===== src/design/pf2d_pkg.sv =====
// Package for the two-objective nondominated set block.
// Holds the entry record, operation and status codes, and the area unit request.
// No dependencies.
package pf2d_pkg;

  typedef struct packed {
    logic [30:0] x;
    logic [30:0] y;
    logic [15:0] pred;
    logic [15:0] tag;
  } entry_t;

  localparam logic [1:0] OP_INSERT    = 2'd0;
  localparam logic [1:0] OP_APPEND    = 2'd1;
  localparam logic [1:0] OP_AREA      = 2'd2;
  localparam logic [1:0] OP_READ_LAST = 2'd3;

  localparam logic [1:0] ST_OK        = 2'd0;
  localparam logic [1:0] ST_DOMINATED = 2'd1;
  localparam logic [1:0] ST_FULL      = 2'd2;
  localparam logic [1:0] ST_EMPTY     = 2'd3;

  typedef struct packed {
    logic               clear;
    logic               valid;
    logic signed [31:0] a;
    logic signed [31:0] b;
  } area_req_t;

endpackage


===== src/design/pf2d_area.sv =====
// Staircase area accumulator: registered 32x32 signed product, then a
// saturating 64-bit add. Depends on pf2d_pkg for area_req_t.
module pf2d_area (
  input  logic                clk,
  input  pf2d_pkg::area_req_t req,
  output logic signed [63:0]  acc
);
  import pf2d_pkg::*;

  logic signed [63:0] prod;
  logic               prod_valid;
  logic signed [64:0] sum;
  logic signed [63:0] sat;

  assign sum = {acc[63], acc} + {prod[63], prod};

  always_comb begin
    if (sum[64] != sum[63]) begin
      sat = sum[64] ? {1'b1, 63'd0} : {1'b0, {63{1'b1}}};
    end else begin
      sat = sum[63:0];
    end
  end

  always_ff @(posedge clk) begin
    prod       <= req.a * req.b;
    prod_valid <= req.valid;
    if (req.clear) begin
      acc <= 64'sd0;
    end else if (prod_valid) begin
      acc <= sat;
    end
  end

endmodule


===== config.mk =====
export PLATFORM = sky130hd
export DESIGN_NAME = pf2d_area
export DESIGN_NICKNAME = d
export VERILOG_FILES = /design/src/design/pf2d_pkg.sv /design/src/design/pf2d_area.sv
export SDC_FILE = /design/constraint.sdc
export NUM_CORES = 2
export LEC_CHECK = 0
export ABC_AREA = 1
export BUFFER_PORTS_ARGS = -buffer_cell sky130_fd_sc_hd__buf_2
export CORE_MARGIN = 5
export CORE_UTILIZATION = 46
export DETAILED_ROUTE_END_ITERATION = 8
export PLACE_DENSITY = 0.73
export SYNTH_ARGS = -nofsm -noshare
export SYNTH_HDL_FRONTEND = slang
export SYNTH_SLANG_ARGS = --single-unit
export TNS_END_PERCENT = 5

===== constraint.sdc =====
create_clock -name clk -period 8.5 [get_ports clk]
set_input_delay 0.85 -clock clk [delete_from_list [all_inputs] [get_ports clk]]
set_output_delay 0.85 -clock clk [all_outputs]
set_load 0.005 [all_outputs]

==> flow_summary.yaml <==
final_layout:
  final_cells: 7564
  finalCoreUtilization_pct: 49.1
  final_layout_size_suffix_gt1_share_pct: 5.80
  syn_to_final_growth_pct: 6.27
  nNetsFinal: 7574
yosys:
  synth-edff-count: 0
  synth_compound_area_share_pct: 5.42
  syn-cell-area_mm2: 0.0468
  ys_top_cells_by_area: "fa_1 (46%), inv_1 (14%), nand2_1 (13%), ha_1 (6.6%), dfxtp_1 (5.5%)"
  syn_nets: 7534
  synth_top_family_by_area: "adder cells"
  ys_seq_area_share_pct: 5.51
  yosys_warnings: 0
  async_flop_share_pct: 0
  postSynthAreaPerCell_um2: 7.63
  yosys.area_share.adder_pct: 52.9
  synth-seq-cells: 129
  synthMuxAreaShare_pct: 0
  yosysTopAreaCell: "fa_1"
  ys.flop_type: "dfxtp_1"
  postSynthCellCount: 6136
  yosys.area.top_type_share_pct: 46.3
  synthXorXnorAreaFrac_pct: 2.00
  synth_cell_types: 44
  yosys.area_share.simple_pct: 17.8
detailed_routing:
  drt_iter0_drc: 2589
  ant_nets: 0
  dr.pass1.iters: 6
  routedWlPerCell_um: 18.2
  post-route-drc-count: 0
  via_per_inst: 5.06
  vias: 38300
  wl_mm: 138
clocking:
  cts_hold_buf: 0
  cts_resized: 0
  cts_max_level: 4
  cts_buffer_depth: 2
  cts_tree: "yes"
  numCtsBuffers: 17
  root_buffer: "clkbuf_16"
  post_cts_buffers: 0
  clock-sinks: 129
  clock_latency_ns: 0.45
  clkTransAtPathRegs_ns: 0.07
setup_path:
  crit_chain: "buf_2, nand2_1, fa_1, fa_1, inv_1, fa_1, inv_1, fa_1, inv_1, fa_1, fa_1, fa_1, fa_1, ha_1, nand2_1, nor2_1, inv_1, nor4_1, nand3_1, nand3_1, xor2_1"
  crit-reg2reg-launch: "acc[0]$_SDFFE_PP0P_"
  startpoint_type: "input port"
  crit_arrival_ns: 8.42
  critical_path_class: "in2reg"
  endpoint_kind: "register"
  worst_ep_required_time_ns: 8.79
  cp-startpoint: "req[42]"
  cpMostUsedCell: "fa_1"
  cp_slowest_cell: "nor4_1"
  cpPeakStageDelay_ns: 0.82
  crit_family: "adder cells"
  timing.critical_path.buf_inv: 5
  crit_fanout: 26
placed_design:
  place_inst: 7525
  gp_congestion: 1.03
  portBuffers: 130
  dp_hpwl_mm: 120
grt:
  busiest_layer: "met2"
  grt_pass1_wl_mm: 225
  grtUsageMet1_pct: 34.7
  gr-usage-all-layers_pct: 26.3
  grt_max_degree: 65
  grt_overflow_total: 0
  grt_pass1_vias: 41500
  use_met2_pct: 44.8
  grt_use_met3_pct: 4.24
  antenna_found_initial: 9
floorplan:
  initial_utilization_pct: 46.2
  die_w_um: 329
  core.rowCount: 117
  die_y_um: 329
  boundaryPins: 131
  dieArea_mm2: 0.108
  fp.coreArea_mm2: 0.101
flow_run:
  max_cap_viol_count: 0
timing:
  fin_crit_sh_pct: 95.7
  tightest_slew_ns: 1.06
  hold_viol: 0
  fmax_ghz: 0.123
  slew_headroom_pct: 29.1
  fin_skew_ns: 0.0137
  post-route-min-period_ns: 8.13
  setup_viol: 0
  finalMaxSlewViolations: 0
  grt_setup_unrepaired: "no"
worst_hold_path:
  holdCritPathClass: "in2reg"
  worstHoldStart: "req[64]"
run_status:
  status: "complete, no violations"
[cells in the mapped netlist, types with 5 or more instances]
library cell	instances
clkbuf_1	204
a31oi_1	18
nor2_2	8
nand3b_1	5
a21o_1	22
nand2_2	9
xor2_1	83
dfxtp_1	129
a21oi_1	157
o21ai_0	125
nand3_1	99
nor4_1	9
nor2_1	249
inv_1	1803
and3_1	5
nand2_1	1674
ha_1	248
buf_2	6
or2_2	12
buf_8	5
xnor2_1	24
fa_1	1083
nand4_1	23
a21oi_2	52
nor3_1	22
o21bai_1	33
[cell usage in the layout, fill, tap and decap left out, drive strengths merged, types with 83 or more instances in the layout]
| cell | n |
|---|---|
| buf | 238 |
| fa | 1083 |
| nand3 | 100 |
| dfxtp | 129 |
| nand2 | 1684 |
| xor2 | 83 |
| nor2 | 257 |
| inv | 1809 |
| ha | 248 |
| o21ai | 127 |
| a21oi | 210 |
[cells by family (layout without fill, tap and decap cells)]
| group | Yosys count | count (layout) |
|---|---|---|
| buffers and inverters | 2022 | 2075 |
| XOR/XNOR | 107 | 107 |
| flip-flops | 129 | 129 |
| other | 0 | 7 |
| AND/OR/NAND/NOR | 2122 | 2122 |
| adder cells (fa/ha/maj) | 1331 | 1331 |
| AO/OA/AOI/OAI | 425 | 425 |
[state kept, by name (all words and copies together), names as in the netlist]
register and flops:
prod_valid 1, prod 64, acc 64
[path summary, 6_finish.rpt]
| path | end | slack [ns] | depth (start not counted) |
|---|---|---|---|
| worst max-delay path | prod[37]$_DFF_P_ | 0.37 | 21 |
| worst min-delay path | prod_valid$_DFF_P_ | 0.50 | 1 |
| worst max register to register | acc[23]$_SDFFE_PP0P_ | 4.12 | 18 |
| worst min register to register | acc[63]$_SDFFE_PP0P_ | 0.55 | 2 |
[metal layers]
| metal | share of wire, % | routed length (um) |
|---|---|---|
| met3 | 7.7 | 10600 |
| met4 | 3.4 | 4730 |
| met2 | 48 | 66000 |
| met1 | 41 | 56400 |
| met5 | 0.034 | 47 |
[per-stage QoR]
stage	setup slack, ns	setup TNS [ns]	instance area (um2)	hold slack (ns)
final	0.368	0	49800	0.502
after global routing	0.0490	0	49800	0.487
after CTS	0.387	0	49800	0.475
after detailed placement	-0.0790	-0.0790	49200	0.531
after global placement	-0.243	-0.243	49200	0.543
after floorplan	0.835	0	46800	0.500
[layout make-up]
cell class,instances,area [um2]
timing repair buffer,238,1500
fill,9882,51700
sequential,129,2580
clock inverter,14,155
tap,1368,1710
multi-input combinational,3985,36600
antenna,7,17.5
clock buffer,18,439
inverter,1805,6780
Power is not shown: default switching activity piles up to over one toggle a cycle in this logic, so the estimate is an artifact.
